===== src/rtl/core/erat_div.sv =====
// restoring unsigned divider, one quotient bit per cycle
`default_nettype none

module erat_div #(
  parameter int W = 64
) (
  input  wire logic         clk,
  input  wire logic         rst_n,
  input  wire logic         go,
  input  wire logic [W-1:0] n,
  input  wire logic [W-1:0] d,
  output logic              done,
  output logic [W-1:0]      q
);

  localparam int CW = $clog2(W + 1);

  logic          run_r;
  logic          done_r;
  logic [CW-1:0] cnt_r;
  logic [W-1:0]  q_r;
  logic [W-1:0]  d_r;
  logic [W-1:0]  rem_r;
  logic [W:0]    trial;
  logic [W:0]    diff;

  // shift in the next dividend bit and try the subtract
  always_comb begin
    trial = {rem_r, q_r[W-1]};
    diff = trial - {1'b0, d_r};
  end

  // control
  always_ff @(posedge clk) begin
    if (!rst_n) begin
      run_r <= 1'b0;
      done_r <= 1'b0;
      cnt_r <= '0;
    end else begin
      done_r <= 1'b0;
      if (go) begin
        run_r <= 1'b1;
        cnt_r <= CW'(W);
      end else if (run_r) begin
        cnt_r <= cnt_r - CW'(1);
        if (cnt_r == CW'(1)) begin
          run_r <= 1'b0;
          done_r <= 1'b1;
        end
      end
    end
  end

  // datapath
  always_ff @(posedge clk) begin
    if (go) begin
      q_r <= n;
      d_r <= d;
      rem_r <= '0;
    end else if (run_r) begin
      if (trial >= {1'b0, d_r}) begin
        rem_r <= diff[W-1:0];
        q_r <= {q_r[W-2:0], 1'b1};
      end else begin
        rem_r <= trial[W-1:0];
        q_r <= {q_r[W-2:0], 1'b0};
      end
    end
  end

  assign done = done_r;
  assign q = q_r;

endmodule

`default_nettype wire


===== config.mk =====
export PLATFORM = sky130hd
export DESIGN_NAME = erat_div
export DESIGN_NICKNAME = d
export VERILOG_FILES = /design/src/rtl/core/erat_div.sv
export SDC_FILE = /design/constraint.sdc
export NUM_CORES = 1
export LEC_CHECK = 0
export ABC_AREA = 1
export ABC_CLOCK_PERIOD_IN_PS = 3350
export BUFFER_PORTS_ARGS = -buffer_cell sky130_fd_sc_hd__buf_2
export CORE_MARGIN = 2
export CORE_UTILIZATION = 59
export DETAILED_ROUTE_END_ITERATION = 6
export GPL_ROUTABILITY_DRIVEN = 0
export GPL_TIMING_DRIVEN = 0
export PLACE_DENSITY = 0.84
export SLEW_MARGIN = 15
export SYNTH_ARGS = -nofsm -noshare
export SYNTH_HDL_FRONTEND = slang
export SYNTH_SLANG_ARGS = --single-unit

===== constraint.sdc =====
create_clock -name clk -period 3.35 [get_ports clk]
set_clock_uncertainty 0.05 [all_clocks]
set_input_delay 0 -clock clk [delete_from_list [all_inputs] [get_ports clk]]
set_output_delay 0 -clock clk [all_outputs]
set_load 0.02 [all_outputs]

==> results.ini <==
[status]
status = complete, no violations

[power_and_ir_drop]
power_density_nw_per_um2 = 350
irDropWorstVdd_mv = 0.347
p_seq_share_pct = 47.0
p_leak_uw = 0.00972
combPwrFrac_pct = 16.5
p_sw_share_pct = 27.8
p_int_uw = 4470
power_switching_uw = 1720
p_clk_share_pct = 36.5
finalPower_uw = 6190

[yosys]
syn_nets = 2382
synth.avg_cell_area_um2 = 6.55
synth_top_cell_by_area = edfxtp_1
ys_seq_area_share_pct = 37.1
synth_cell_type_count = 40
netlist_area_um2 = 14300
synth_cells = 2184
synth-seq-cells = 201
yosysTopAreaCellShare_pct = 26.9
synthTopCellsByArea = edfxtp_1 (27%), nand2_1 (24%), inv_1 (11%), dfxtp_1 (10%), ha_1 (5.8%)
yosysWarnings = 0

[placement]
dp.cells = 2700
place_worst_setup_slack_ns = 0.554
hpwl_um = 32700
io_buffers = 195

[setup_path]
timing.rr.start = q[63]
cp_top_family = simple AND/OR/NAND/NOR gates
cp_slowest_cell = edfxtp_1
critical_path.max_fanout = 4
cpPeakStageDelay_ns = 0.41
required_ns = 3.71
crit_path_end = rem_r[50]
r2r_cells = 15
ff2ff_setup_slack_ns = 0.39
startpoint = q[63]
crit_type = flip-flop to flip-flop
worstPathArrival_ns = 3.32
cp_num_buf_inv = 1
worst_setup_path_start_kind = flip-flop
crit_cells = 15
worstReg2RegEnd = rem_r[50]
crit_top_cell = nand2_1
cp_cell_sequence = inv_1 > ha_1 > fa_1 > nor2_1 > nand2_1 > nand3_1 > nand2_1 > nand2_1 > nand2_1 > nand2_1 > nand2_1 > nand4_1 > nand3_1 > nand2_1 > nand2_1
cp-end-kind = flip-flop

[floorplanning]
core.rowCount = 56
die_w_um = 160
dieArea_um2 = 25500
die-height_um = 160
initial_utilization_pct = 60.5
core-area_um2 = 23600
io_pins = 196

[sta]
fmax_ghz = 0.338
finalCritPeriodShare_pct = 88.3
fin_crit_ns = 2.96
rsz0062_at_grt = false
whs_ns = 0.139
setup_violations = 0
worstMarginPinSlew_ns = 0.892
slew_violations = 0
worst_slack_ns = 0.391
finalHoldViolCount = 0
maxSlewHeadroom_pct = 40.5

[final_layout]
seq_area_um2 = 5310
instances_no_fill = 2866
layout_common_cells = nand2_1 (925), inv_1 (435), buf_2 (200), nand3_1 (152), dlygate4sd3_1 (130)
nets = 2732
fillers = 1853
diodes = 0
area_growth_pct = 23.6
layout_commonest_cell = nand2_1
drive_above_1_share_pct = 11.1
multi_input_area_um2 = 7040

[route]
drt_first_pass_iters = 7
via_per_inst = 5.35
route.detailed.drc = 0
dr.first_iter.drc_count = 1627
wl_per_cell_um = 16.2
drt_wl_total_um = 46600
ant_nets = 0
vias = 15300

[grt]
grt_pass1_vias = 14800
grt_pass1_wl_um = 73100
grt_usage_pct = 35.7
grt_antenna_before_repair = 0
grt_max_degree = 63
grt_overflow = 0

[clock_network]
cts.sinks = 201
cts_buffers = 21
cts_resized = 0
clock_path_buffers = 3
htreeDepth = 1
insertion_delay_ns = 0.52
cts-root-buf = clkbuf_16
cts_tree = done
cts.clk_slew.worst_paths_ns = 0.06

[worst_hold_path]
hp-class = input port to flip-flop

[run]
drv_cap = 0

## stage by stage
step                area (um2)  setup TNS [ns]  utilization [%]
global route             17700               0             74.8
finish                   17700               0             74.8
CTS                      17700               0             74.8
floorplan                14300               0                -
global placement         15700         -113.24             66.4
detailed placement       15700               0             66.6
## routing by layer
layer	share of wire (%)	GRT usage, %	vias up
li1	-	-	7376
met1	38	43.2	6851
met2	45	60.0	928
met3	10	6.03	185
met4	6.9	20.8	0
met5	0	0	-
## flip-flops by register name (all words and copies together) (netlist names)
register and count:
d_r 64, q 64, rem_r 64, cnt_r 7, done 1, run_r 1
## final cells by class
| class | count | area share (%) |
|---|---|---|
| Clock buffer | 32 | 3.50 |
| Inverter | 442 | 9.39 |
| Clock inverter | 4 | 0.135 |
| Tap cell | 319 | 2.26 |
| Buffer | 46 | 1.68 |
| Timing Repair Buffer | 327 | 13.2 |
| Sequential cell | 201 | 30.0 |
| Multi-Input combinational cell | 1495 | 39.8 |
## worst min path at each step
| stage | startpoint | end | slack [ns] | cells past startpoint |
|---|---|---|---|---|
| CTS | d[12] | d_r[12] | 0.11 | 2 |
| global placement | d[46] | d_r[46] | 0.13 | 1 |
| floorplan | d[0] | d_r[0] | 0.05 | 0 |
| global route | d[8] | d_r[8] | 0.13 | 2 |
| detailed placement | d[38] | d_r[38] | 0.13 | 1 |
| finish | d[12] | d_r[12] | 0.14 | 2 |
## logic make-up (layout without fill, tap and decap cells)
group	Yosys count	count (layout)	share of synthesized area (%)
compound gates	114	114	4.32
buf+inv	488	851	13.7
simple gates	1281	1281	37.0
flops	201	201	37.1
xor+xnor	33	33	2.02
fa+ha+maj	67	67	5.92
## cell usage after synthesis, drive strengths merged
master,n
a211oi,1
a21boi,1
a21o,2
a21oi,57
a31oi,1
and2,4
and3,1
buf,25
clkbuf,21
clkinv,2
dfxtp,73
edfxtp,128
fa,1
ha,66
inv,440
nand2,933
nand3,153
nand3b,37
nand4,14
nor2,119
nor3,18
nor4,1
o21a,1
o21ai,43
o21bai,7
o41ai,1
or2,1
xnor2,28
xor2,5
## worst reg2reg max path, cell delays in order (launching register included)
cell,delay (ns)
edfxtp_1,0.41
inv_1,0.14
ha_1,0.26
fa_1,0.40
nor2_1,0.19
nand2_1,0.07
nand3_1,0.21
nand2_1,0.08
nand2_1,0.20
nand2_1,0.08
nand2_1,0.21
nand2_1,0.13
nand4_1,0.11
nand3_1,0.16
nand2_1,0.12
nand2_1,0.05
## repair_timing
action | 4_1_cts | 5_1_grt
endpoints found under the hold margin | 167 | 0
setup buffers | 0 | 0
hold buffers | 130 | 0
## power by group through the flow
stage	combinational (uW)	clock, uW	sequential [uW]
after floorplan	423	0	3030
after global placement	822	0	2950
after detailed placement	852	0	2940
after CTS	972	2270	2890
after global routing	1100	2370	2920
final	1020	2260	2910
Note: power is estimated with default switching activity, not from simulation.
