`src/rtl/core/erat_isqrt.sv`:
```
// digit-by-digit integer square root with exactness flag
`default_nettype none

module erat_isqrt #(
  parameter int W = 64
) (
  input  wire logic         clk,
  input  wire logic         rst_n,
  input  wire logic         go,
  input  wire logic [W-1:0] x,
  output logic              done,
  output logic [W-1:0]      root,
  output logic              exact
);

  localparam int ITER = (W + 1) / 2;
  localparam int CW = $clog2(ITER + 1);
  localparam logic [W-1:0] TOPBIT = W'(1) << (2 * (ITER - 1));

  logic          run_r;
  logic          done_r;
  logic [CW-1:0] cnt_r;
  logic [W-1:0]  n_r;
  logic [W-1:0]  r_r;
  logic [W-1:0]  bit_r;
  logic [W-1:0]  t;

  assign t = r_r + bit_r;

  // control
  always_ff @(posedge clk) begin
    if (!rst_n) begin
      run_r <= 1'b0;
      done_r <= 1'b0;
      cnt_r <= '0;
    end else begin
      done_r <= 1'b0;
      if (go) begin
        run_r <= 1'b1;
        cnt_r <= CW'(ITER);
      end else if (run_r) begin
        cnt_r <= cnt_r - CW'(1);
        if (cnt_r == CW'(1)) begin
          run_r <= 1'b0;
          done_r <= 1'b1;
        end
      end
    end
  end

  // one root bit per cycle; n_r ends as the remainder
  always_ff @(posedge clk) begin
    if (go) begin
      n_r <= x;
      r_r <= '0;
      bit_r <= TOPBIT;
    end else if (run_r) begin
      if (n_r >= t) begin
        n_r <= n_r - t;
        r_r <= (r_r >> 1) + bit_r;
      end else begin
        r_r <= r_r >> 1;
      end
      bit_r <= bit_r >> 2;
    end
  end

  assign done = done_r;
  assign root = r_r;
  assign exact = (n_r == '0);

endmodule

`default_nettype wire

```
`config.mk`:
```
export PLATFORM = sky130hd
export DESIGN_NAME = erat_isqrt
export DESIGN_NICKNAME = d
export VERILOG_FILES = /design/src/rtl/core/erat_isqrt.sv
export SDC_FILE = /design/constraint.sdc
export NUM_CORES = 1
export LEC_CHECK = 0
export BUFFER_PORTS_ARGS = -buffer_cell sky130_fd_sc_hd__buf_4
export CAP_MARGIN = 10
export CORE_UTILIZATION = 41
export DETAILED_ROUTE_END_ITERATION = 8
export HOLD_SLACK_MARGIN = 0.12
export PLACE_DENSITY = 0.61
export SLEW_MARGIN = 15
export SYNTH_ARGS = -nofsm -noshare
export SYNTH_HDL_FRONTEND = slang
export SYNTH_SLANG_ARGS = --single-unit
```
`constraint.sdc`:
```
create_clock -name clk -period 12.2 [get_ports clk]
set_input_delay 0.61 -clock clk [delete_from_list [all_inputs] [get_ports clk]]
set_output_delay 0.61 -clock clk [all_outputs]
set_load 0.02 [all_outputs]
```
==> impl_metrics.env <==
export IMPL_fp_dieH_um=195
export IMPL_yosys_warnings=0
export IMPL_cpPeakStageDelay_ps=630
export IMPL_worst_hold_slack_ps=401
export IMPL_synth_nets=2181
export IMPL_ys_types=87
export IMPL_tightest_slew_ps=1110
export IMPL_coreArea_um2=36700
export IMPL_portBuffers=132
export IMPL_initial_core_util=0.418
export IMPL_p_leak_nw=6.56
export IMPL_synth_top_area_frac=0.136
export IMPL_timing_final_crit_share=0.531
export IMPL_drive_gt1_frac=0.109
export IMPL_cp_end_kind="flop"
export IMPL_dr_pass1_iters=5
export IMPL_yosys_register_bits=168
export IMPL_grt_antenna_before_repair=0
export IMPL_cp_top_family="compound AO/OA/AOI/OAI gates"
export IMPL_crit_chain="ha_1 > a31o_2 > a31o_2 > a31oi_2 > o31a_2 > o31ai_4 > a21oi_1 > o21bai_1 > a21o_1 > a31oi_1 > xor2_1 > ha_1 > nand2_1 > nor2_1 > a311oi_1 > o221ai_1 > nor2_1 > a21o_4 > o21ai_4 > buf_4"
export IMPL_drt_iter0_markers=863
export IMPL_grt_max_degree=118
export IMPL_fmax_ghz=0.154
export IMPL_drv_slew=0
export IMPL_floorplan_die_area_um2=38200
export IMPL_final_util=0.470
export IMPL_clk_pin_slew_ps=80
export IMPL_syn_avg_cell_area_um2=7.75
export IMPL_finalCriticalPeriod_ps=6480
export IMPL_critPathSlowestCell="buf_4"
export IMPL_syn_cell_area_um2=15300
export IMPL_ant_nets=0
export IMPL_cts_resized=0
export IMPL_io_pins=133
export IMPL_seqPwrFrac=0.265
export IMPL_setup_viol=0
export IMPL_cts_tree="yes"
export IMPL_arrival_ps=6580
export IMPL_drt_total_wl_um=49900
export IMPL_slew_headroom=0.257
export IMPL_syn2layout_area_growth_pct=12.3
export IMPL_yosysTopAreaCell="dfxtp_1"
export IMPL_p_int_w=0.00184
export IMPL_ir_drop_v=0.000103
export IMPL_critPathKind="flop to flop"
export IMPL_die_width_um=195
export IMPL_finalHoldViolations=0
export IMPL_rsz0062_at_grt="no"
export IMPL_fin_nets=2247
export IMPL_grt_pass1_vias=14600
export IMPL_status="complete, no violations"
export IMPL_swShare=0.482
export IMPL_routedWlPerCell_um=19.7
export IMPL_maxCapViolations=0
export IMPL_htree_num_levels=4
export IMPL_postCtsHoldBufs=0
export IMPL_synth_ff_type="dfxtp_1"
export IMPL_synth_edf_count=64
export IMPL_crit_fanout=49
export IMPL_pwr_share_clk=0.162
export IMPL_viasPerCell=6.02
export IMPL_synth_most_common_cell="nand2_1"
export IMPL_hp_class="input port to flop"
export IMPL_grt_usage=0.259
export IMPL_dr_total_vias=15200
export IMPL_clk_latency_ps=470
export IMPL_ys_seq_area_frac=0.261
export IMPL_async_flop_share=0
export IMPL_gp_congestion=0.949
export IMPL_pwr_density_cell_nw_per_um2=207
export IMPL_synth_area_top_cells="dfxtp_1, edfxtp_1, ha_1"
export IMPL_fin_setup_tns_ps=0
export IMPL_num_rows=70
export IMPL_cts_buffers=17
export IMPL_cts_buffer_depth=2
export IMPL_postCtsSetupRepairBufs=0
export IMPL_skew_ps=12.7
export IMPL_comb_power_share=0.573
export IMPL_grt_pass1_wl_um=78300
export IMPL_timing_critical_path_buf_inv=1
export IMPL_cts_num_sinks=168
export IMPL_gr_total_overflow=0
export IMPL_dp_hpwl_um=38600
export IMPL_power_w=0.00356
export IMPL_cp_required_ps=12300
export IMPL_power_switching_w=0.00172
export IMPL_antennaDiodeCount=0
export IMPL_clock_root_buffer="clkbuf_16"
export IMPL_cp_start_kind="flop"
export IMPL_ys_top_cells_by_count="nand2_1, nor2_1, o21ai_0"
export IMPL_drc=0
export IMPL_synth_cells=1981
-- layer usage --
layer | vias up | routed length (um) | track usage
met5 | - | 0 | 0
met4 | 0 | 1790 | 0.108
met3 | 91 | 3030 | 0.0444
met2 | 488 | 23600 | 0.443
met1 | 7178 | 21500 | 0.321
li1 | 7468 | - | -
-- worst register-to-register path, cell delays in order, from the launching register on --
cell and delay, ps:
dfxtp_1 440, ha_1 320, a31o_2 270, a31o_2 270, a31oi_2 280, o31a_2 250
o31ai_4 90, a21oi_1 390, o21bai_1 230, a21o_1 250, a31oi_1 210, xor2_1 100
ha_1 430, nand2_1 110, nor2_1 400, a311oi_1 200, o221ai_1 350, nor2_1 120
a21o_4 270, o21ai_4 440, buf_4 640
-- registers in the layout, summed over array words and instances (netlist names) --
signal  flops
run_r       1
cnt_r       6
root       64
bit_r      32
n_r        64
done        1
-- cell type report --
type                       instances  area (um^2)
fill                            3700        19500
inverter                          45          169
clock inverter                    12          128
clock buffer                      20          468
tap                              468          586
timing repair buffer             139         1050
sequential                       168         4010
multi-input combinational       1676        10800
-- cell usage in the layout (no fill, tap or decap), types with 56 or more instances in the layout --
| cell | synthesis | final |
|---|---|---|
| dfxtp_1 | 104 | 103 |
| buf_4 | 0 | 138 |
| ha_1 | 132 | 132 |
| edfxtp_1 | 64 | 64 |
| nand2_1 | 235 | 235 |
| xor2_1 | 70 | 70 |
| nor2_1 | 226 | 226 |
| a31oi_1 | 56 | 56 |
| xnor2_1 | 85 | 85 |
| a21oi_1 | 150 | 150 |
| o21ai_0 | 194 | 193 |
-- worst paths after layout --
kind                            to                   from  depth (start not counted)  slack [ps]
max reg2reg      n_r[62]$_DFFE_PP_   root[2]$_SDFFE_PP0P_                         20        5720
min               run_r$_SDFF_PN0_                  rst_n                          2         400
max              n_r[62]$_DFFE_PP_   root[2]$_SDFFE_PP0P_                         20        5720
min reg2reg  cnt_r[0]$_SDFFE_PP0P_  cnt_r[0]$_SDFFE_PP0P_                          2         490
-- logic make-up after synthesis --
family / Yosys count / synth area share
AO/OA/AOI/OAI: 648 / 0.269
adder cells (fa/ha/maj): 133 / 0.109
XOR/XNOR: 155 / 0.0884
buffers and inverters: 137 / 0.0342
flip-flops: 168 / 0.261
multiplexers: 49 / 0.0324
AND/OR/NAND/NOR: 691 / 0.206
-- per-stage QoR --
stage / instances / area (um^2) / worst slack, ps
floorplan: 1981 / 15300 / 2360
global placement: 2496 / 16600 / 6040
detailed placement: 2496 / 16600 / 5840
CTS: 2528 / 17200 / 5810
global route: 2528 / 17200 / 5290
finish: 2528 / 17200 / 5720
-- power by group through the flow --
stage | combinational, W | clock, W | sequential, W
2_1_floorplan | 0.00150 | 0 | 0.000906
6_report | 0.00204 | 0.000575 | 0.000944
3_3_place_gp | 0.00201 | 0 | 0.000955
5_1_grt | 0.00226 | 0.000604 | 0.000960
4_1_cts | 0.00203 | 0.000585 | 0.000942
3_5_place_dp | 0.00202 | 0 | 0.000952
Note: power is estimated with default switching activity, not from simulation.
