## src/rtl/core/erat_mul.sv

```systemverilog
// bit-serial signed multiplier with word overflow detection
`default_nettype none

module erat_mul #(
  parameter int W = 64
) (
  input  wire logic                clk,
  input  wire logic                rst_n,
  input  wire logic                go,
  input  wire logic signed [W-1:0] x,
  input  wire logic signed [W-1:0] y,
  output logic                     done,
  output logic signed [W-1:0]      p,
  output logic                     ovf
);

  localparam int CW = $clog2(W + 1);
  localparam logic [W+1:0] LIM = (W + 2)'(1) << (W - 1);

  function automatic logic [W-1:0] mag_f(input logic signed [W-1:0] v);
    mag_f = v[W-1] ? $unsigned(-v) : $unsigned(v);
  endfunction

  logic          run_r;
  logic          done_r;
  logic [CW-1:0] cnt_r;
  logic [W-1:0]  ma_r;
  logic [W-1:0]  mb_r;
  logic [W-1:0]  acc_r;
  logic          ovf_r;
  logic          neg_r;
  logic [W+1:0]  sum;

  // double and add, multiplier bits taken from the top
  always_comb begin
    sum = (W + 2)'({acc_r, 1'b0}) + (mb_r[W-1] ? (W + 2)'(ma_r) : '0);
  end

  // control
  always_ff @(posedge clk) begin
    if (!rst_n) begin
      run_r <= 1'b0;
      done_r <= 1'b0;
      cnt_r <= '0;
    end else begin
      done_r <= 1'b0;
      if (go) begin
        run_r <= 1'b1;
        cnt_r <= CW'(W);
      end else if (run_r) begin
        cnt_r <= cnt_r - CW'(1);
        if (cnt_r == CW'(1)) begin
          run_r <= 1'b0;
          done_r <= 1'b1;
        end
      end
    end
  end

  // datapath; overflow is sticky since the partial product only grows
  always_ff @(posedge clk) begin
    if (go) begin
      ma_r <= mag_f(x);
      mb_r <= mag_f(y);
      acc_r <= '0;
      ovf_r <= 1'b0;
      neg_r <= x[W-1] ^ y[W-1];
    end else if (run_r) begin
      acc_r <= sum[W-1:0];
      mb_r <= {mb_r[W-2:0], 1'b0};
      if (sum > LIM) begin
        ovf_r <= 1'b1;
      end
    end
  end

  assign done = done_r;
  assign p = neg_r ? -$signed(acc_r) : $signed(acc_r);
  assign ovf = ovf_r || (!neg_r && (acc_r == LIM[W-1:0]));

endmodule

`default_nettype wire

```

## config.mk

```make
export PLATFORM = sky130hd
export DESIGN_NAME = erat_mul
export DESIGN_NICKNAME = d
export VERILOG_FILES = /design/src/rtl/core/erat_mul.sv
export SDC_FILE = /design/constraint.sdc
export NUM_CORES = 1
export LEC_CHECK = 0
export BUFFER_PORTS_ARGS = -buffer_cell sky130_fd_sc_hd__buf_2
export CAP_MARGIN = 20
export CORE_AREA = 2 2 296 181
export CTS_BUF_LIST = sky130_fd_sc_hd__clkbuf_16
export CTS_CLUSTER_DIAMETER = 40
export DETAILED_ROUTE_END_ITERATION = 8
export DIE_AREA = 0 0 298 183
export PLACE_DENSITY = 0.44
export SYNTH_ARGS = -nofsm -noshare
export SYNTH_HDL_FRONTEND = slang
export SYNTH_SLANG_ARGS = --single-unit
```

## constraint.sdc

```tcl
create_clock -name clk -period 5.2 [get_ports clk]
set_input_delay 1.04 -clock clk [delete_from_list [all_inputs] [get_ports clk]]
set_output_delay 1.04 -clock clk [all_outputs]
set_load 0.01 [all_outputs]
```

==> results.ini, run 1 <==
[logic_synthesis]
yosys-top-cells-area = edfxtp_1 (25%), dfxtp_1 (9.7%), xnor2_1 (9.5%)
synth.distinct_cells = 66
yosysWarnings = 0
async_flop_share_pct = 0
syn_area_um2 = 15400
synthTopCellsByCount = nor2_1 (180), xnor2_1 (166), a21oi_1 (141)
synth_nets = 1949
synth_edf_count = 129
ys_ff_latch = 203
ys.flop_type = edfxtp_1
synth_top_area_share_pct = 25.2
ys_seq_area_share_pct = 34.9
postSynthCellCount = 1749
synth_most_common_cell = nor2_1
yosys.area.top_type = edfxtp_1
avgSynthCellArea_um2 = 8.78

[grt]
grt_usage_pct = 19.8
grt-ovfl-total = 0
antenna_found_initial = 7
grt_max_degree = 94
grt_pass1_wl_um = 82400
grt_pass1_vias = 12984

[clocking]
cts_root_buffer = clkbuf_16
cts_buffers = 37
cts_hold_buf = 0
clock_latency_ns = 0.54
htreeDepth = 2
path_clk_slew_ns = 0.05
clkSinkCount = 203
cts_tree = built
clockBufferDepth = 3

[pwr]
clkPwrFrac_pct = 38.1
pwr-share-comb_pct = 28.3
switching_power_mw = 2.03
p_seq_share_pct = 33.6
powerDensity_nw_per_um2 = 321
leakage_nw = 7.39
ir_drop_mv = 0.182
swShare_pct = 33.5
internal_power_mw = 4.04

[timing]
max_freq_ghz = 0.187
slew_violations = 0
finalSetupViolCount = 7
hold_violations = 0
worst_slack_ns = -0.134
tightest_slew_ns = 1.10
finClkSkew_ns = 0.0245
slew_headroom_pct = 26.8
fin_crit_sh_pct = 103
rsz0062_at_grt = yes
period_needed_ns = 5.33

[detailed_routing]
dr.pass1.iters = 5
drc_errors = 0
via_per_inst = 5.15
wl_per_cell_um = 20.6
num_vias = 13963
antenna_left = 0
first_iter_violations = 1015
routed_wl_um = 55800

[cells_and_area]
num-fill-cells = 5397
area_growth_pct = 23.1
drive_above_1_share_pct = 19.9
nNetsFinal = 2175
instances_no_fill = 2709
post-route-util_pct = 36.4

[place]
dpl_worst_slack_ns = 0.0776
gp_congestion = 0.932
dp_hpwl_um = 44700
dp_cells = 2604
portBuffers = 196

[floorplan]
core_area_um2 = 51900
die_h_um = 183
initial_core_util_pct = 29.6
die_area_um2 = 54500
die_width_um = 298
row_count = 65
num_io_pins = 197

[outcome]
violations = negative setup slack
status = finished, violations left

[worst_setup_path]
start_kind = register
cp_data_required_time_ns = 4.16
path_class = reg -> out
critical_path.max_fanout = 4
critPathCaptureType = output pin
arrival_ns = 4.29

[worst_hold_path]
min_path_type = reg -> reg

[flow_run]
maxCapViolations = 0

critical path, stage by stage (launching register included):
cell and delay [ns]:
dfxtp_1 0.30, or4_4 0.53, or3_4 0.37, or3b_4 0.41
or3_4 0.37, or3_4 0.35, or3_4 0.34, or4_4 0.45
nand2b_4 0.18, o31ai_4 0.19, xnor2_1 0.13, buf_2 0.15
what timing repair did:
| action | CTS | global route |
|---|---|---|
| setup buffers | 30 | 6 |
| resized for setup | 24 | 22 |
| pin swaps | 13 | 12 |
| endpoints found under the setup margin | 12 | 13 |
power by group through the flow:
| stage | logic [mW] | clock network [mW] | registers (mW) |
|---|---|---|---|
| after floorplan | 0.986 | 0 | 1.99 |
| after global placement | 1.57 | 0 | 2.06 |
| after detailed placement | 1.57 | 0 | 2.06 |
| after CTS | 1.67 | 2.37 | 2.03 |
| after global routing | 1.87 | 2.44 | 2.06 |
| final | 1.72 | 2.31 | 2.04 |
state kept, by name, indices dropped and copies added (netlist names):
register / cells
acc_r: 64
run_r: 1
ma_r: 64
ovf_r: 1
done: 1
cnt_r: 7
neg_r: 1
mb_r: 64
layout by cell type, fill, tap and decap left out, types with 5 or more instances in the layout:
master | synthesis | routed
and2_1 | 68 | 68
nor3_1 | 27 | 25
or4_1 | 29 | 27
buf_6 | 0 | 12
o21a_1 | 12 | 12
a21o_1 | 19 | 19
edfxtp_1 | 129 | 129
clkinv_1 | 0 | 6
nand3_1 | 21 | 20
a31oi_1 | 13 | 13
nand2_1 | 108 | 106
a21oi_1 | 141 | 141
o21ai_0 | 115 | 113
nand4_1 | 34 | 34
ha_1 | 68 | 68
nor4_1 | 19 | 17
or3_4 | 4 | 9
xnor2_1 | 166 | 164
nand2b_1 | 18 | 18
dfxtp_1 | 74 | 70
a211oi_1 | 20 | 20
o21bai_1 | 13 | 13
clkbuf_16 | 0 | 37
inv_1 | 34 | 38
a21boi_0 | 5 | 5
inv_6 | 0 | 6
buf_2 | 0 | 195
o41ai_1 | 28 | 28
xor2_1 | 84 | 84
or2_2 | 19 | 18
buf_4 | 1 | 70
o31ai_1 | 58 | 55
nor2b_1 | 10 | 10
nor2_1 | 180 | 180
or3_1 | 20 | 16
o211ai_1 | 12 | 12
mux2i_1 | 51 | 51
kinds of logic (layout without fill, tap and decap cells):
| logic type | after synthesis | in the layout | synth area share, % |
|---|---|---|---|
| mux | 53 | 53 | 3.47 |
| simple gates | 583 | 583 | 19.6 |
| buf+inv | 126 | 380 | 3.11 |
| flops | 203 | 203 | 34.9 |
| fa+ha+maj | 69 | 69 | 5.67 |
| compound gates | 465 | 465 | 19.0 |
| other cells | 0 | 3 | 0 |
| xor+xnor | 250 | 250 | 14.3 |
layout make-up:
class                   instances  area, um^2  share of cell area (%)
clock buffers                  37         926                    4.90
repair buffers                279        1670                    8.84
clock inverters                30         249                    1.32
well taps                     703         880                    4.65
flip-flops and latches        203        5360                    28.4
diodes                          3        7.51                  0.0397
inverters                      34         128                   0.675
multi-input cells            1420        9680                    51.2
metrics by stage:
step | TNS [ns] | power, mW | instance area, um^2 | hold slack (ns)
final | -0.523 | 6.07 | 18900 | 0.497
after global routing | -1.77 | 6.37 | 18900 | 0.538
after CTS | -1.03 | 6.07 | 18800 | 0.497
after detailed placement | 0 | 3.63 | 17200 | 0.490
after global placement | 0 | 3.63 | 17200 | 0.481
after floorplan | 0 | 2.98 | 15400 | 0.469
routing by layer:
layer / global-route usage (%) / up-vias / share of wire (%)
met5: 0 / - / 0.039
met4: 4.08 / 4 / 1.4
met3: 5.14 / 61 / 7.5
met2: 24.0 / 397 / 35
met1: 33.1 / 6612 / 56
li1: - / 6889 / -
worst paths after layout:
path | start | end | slack (ns) | cells after the start
max | acc_r[12] | p[62] | -0.13 | 11
min | cnt_r[1] | cnt_r[1] | 0.50 | 2
max reg2reg | mb_r[63] | ovf_r | 0.24 | 17
min reg2reg | cnt_r[1] | cnt_r[1] | 0.50 | 2
(Power assumes the default switching activity.)
==> run 2, diff against run 1 <==
Settings changed: CTS_BUF_LIST sky130_fd_sc_hd__clkbuf_16 to sky130_fd_sc_hd__clkbuf_2.
==> run 2 against run 1 <==
The flow still finishes with violations (negative setup slack). First-iteration DRC count increased by 6.5%. Wire length down 0.87%. Worst hold slack worse by 0.14 ns. Critical path depth unchanged. Utilization shrank 1.7 points. Sequential power about the same. Clock skew is 0.033 ns higher. Clock-buffer cell count up 45. Design area decreased by 4.8%. Largest power group is now registers. Highest routed layer unchanged.
==> results.ini, run 2 (same netlist as run 1, synthesis figures left out) <==
[cells_and_area]
nNetsFinal = 2169  ; -0.28%
area_growth_pct = 17.2
mostFrequentLayoutCell = buf_2
largest_registers = acc_r: 64 flops, ma_r: 64 flops, mb_r: 64 flops
layout_common_cells = buf_2 (195), nor2_1 (180), xnor2_1 (165)
num-fill-cells = 5526  ; +2.4%
regArea_um2 = 5360  ; about the same
drive_above_1_share_pct = 20.1  ; +0.21 points
multi_input_area_um2 = 9690  ; +0.13%
post-route-util_pct = 34.7  ; -1.7 points

[worst_hold_path]
min_path_type = in -> reg

[outcome]
violations = negative setup slack
status = finished, violations left

[worst_setup_path]
rrSetupSlack_ns = 0.28  ; +0.04 ns
cp_data_required_time_ns = 4.16  ; about the same
critical_path.max_fanout = 4  ; unchanged
slowest_delay_ns = 0.53  ; about the same
cp_slowest_cell = or4_4
cp_top_family = simple AND/OR/NAND/NOR gates
cp_cell_sequence = or4_4 > or3_4 > or3b_4 > or3_4 > or3_4 > or3_4 > or4_4 > nand2b_4 > o31ai_4 > xnor2_1 > buf_2
crit_buf_inv = 1  ; unchanged
arrival_ns = 4.74  ; +0.45 ns
worst_path_most_repeated_cell = or3_4
critPathCaptureType = output pin
path_class = reg -> out
start_kind = register

[timing]
period_needed_ns = 5.78  ; +0.448 ns
slew_headroom_pct = 27.8  ; +1.0 points
worst_slack_ns = -0.582  ; -0.448 ns
finClkSkew_ns = 0.0579  ; +0.0334 ns
timing.setup.tns_ns = -6.62  ; -6.09 ns
finalSetupViolCount = 17  ; +10
fin_crit_sh_pct = 111  ; +8.6 points
hold_ws_ns = 0.361  ; -0.137 ns
hold_violations = 0  ; unchanged
slew_violations = 0  ; unchanged
tightest_slew_ns = 1.08  ; -0.0156 ns
max_freq_ghz = 0.173  ; -7.7%
rsz0062_at_grt = yes

[grt]
grt_max_degree = 94  ; unchanged
antenna_found_initial = 8  ; +1
grt_usage_pct = 19.7  ; -0.17 points
grt_pass1_wl_um = 81800  ; -0.85%
grt-ovfl-total = 0  ; unchanged
grt_pass1_vias = 12967  ; -0.13%

[floorplan]
num_io_pins = 197  ; unchanged
row_count = 65  ; unchanged
die_h_um = 183  ; unchanged
die_area_um2 = 54500  ; unchanged
initial_core_util_pct = 29.6  ; unchanged
die_width_um = 298  ; unchanged
core_area_um2 = 51900  ; unchanged

[place]
portBuffers = 196  ; unchanged
dp_hpwl_um = 44700  ; unchanged
gp_congestion = 0.932  ; unchanged

[clocking]
clkSinkCount = 203  ; unchanged
cts_tree = built
clock_latency_ns = 0.93  ; +0.39 ns
clockBufferDepth = 3  ; unchanged
path_clk_slew_ns = 0.10  ; +0.05 ns
htreeDepth = 2  ; unchanged
cts_buffers = 55  ; +49%
cts_hold_buf = 0  ; unchanged
cts_root_buffer = clkbuf_2

[detailed_routing]
routed_wl_um = 55300  ; -0.87%
num_vias = 13991  ; +0.20%
antenna_left = 0  ; unchanged
first_iter_violations = 1081  ; +6.5%
drc_errors = 0  ; unchanged
dr.pass1.iters = 7  ; +2
via_per_inst = 5.15  ; about the same
wl_per_cell_um = 20.4  ; -1.1%

[pwr]
leakage_nw = 7.04  ; -4.7%
ir_drop_mv = 0.104  ; -43%
powerDensity_nw_per_um2 = 267  ; -17%
p_total_mw = 4.80  ; -21%

[flow_run]
maxCapViolations = 0  ; unchanged

## run 2: path summary, 6_finish.rpt
kind / start / to / depth (start not counted)
worst max-delay path: acc_r[12] / p[62] / 11
worst min-delay path: x[0] / ma_r[0] / 1
worst max register to register: mb_r[63] / ovf_r / 17
worst min register to register: cnt_r[1] / cnt_r[1] / 2
## run 2: what timing repair did
item | in CTS | in global routing
hold endpoints to repair | 0 | 0
pin swaps | 14 | 10
setup buffers | 6 | 5
resized for setup | 28 | 13
setup endpoints to repair | 23 | 27
## run 2: power breakdown
group / leakage, nW / switching [mW] / internal [mW]
registers: 1.87 / 0.135 / 1.89
logic: 4.80 / 0.968 / 0.657
clock network: 0.371 / 0.727 / 0.419
total: 7.04 / 1.83 / 2.97
## run 2: metrics by stage
| step | instance area [um^2] | setup WS (ns) | cells |
|---|---|---|---|
| 6_report | 18000 | -0.582 | 2715 |
| 5_1_grt | 18000 | -0.795 | 2713 |
| 4_1_cts | 17900 | -0.701 | 2705 |
| 3_5_place_dp | 17200 | 0.0776 | 2604 |
| 3_3_place_gp | 17200 | 0.102 | 2604 |
| 2_1_floorplan | 15400 | 0.294 | 1749 |
## run 2: area by class of cell
class,count,area share [%]
sequential,203,29.8
inverter,34,0.709
antenna,5,0.0695
clock buffer,82,2.28
multi-input combinational,1420,53.9
clock inverter,13,0.320
timing repair buffer,255,8.09
tap,703,4.89
## run 2: layer usage
metal / vias to the layer above / share of wire (%) / GRT usage [%]
li1: 6900 / - / -
met1: 6575 / 55 / 32.8
met2: 454 / 35 / 23.8
met3: 60 / 8.6 / 5.31
met4: 2 / 1.2 / 3.80
met5: - / 0.024 / 0
## run 2: worst register-to-register path, cell delays in order (launching register included)
cell,delay (ns)
edfxtp_1,0.45
buf_12,0.19
and2_1,0.19
fa_1,0.43
a21o_1,0.23
a221oi_1,0.29
buf_4,0.20
o211ai_1,0.11
a21boi_1,0.19
xor2_1,0.20
or4b_2,0.63
or4_1,0.46
nor4_2,0.30
buf_4,0.17
nand4_1,0.17
nor4_2,0.31
nand4_1,0.13
o2bb2ai_1,0.14
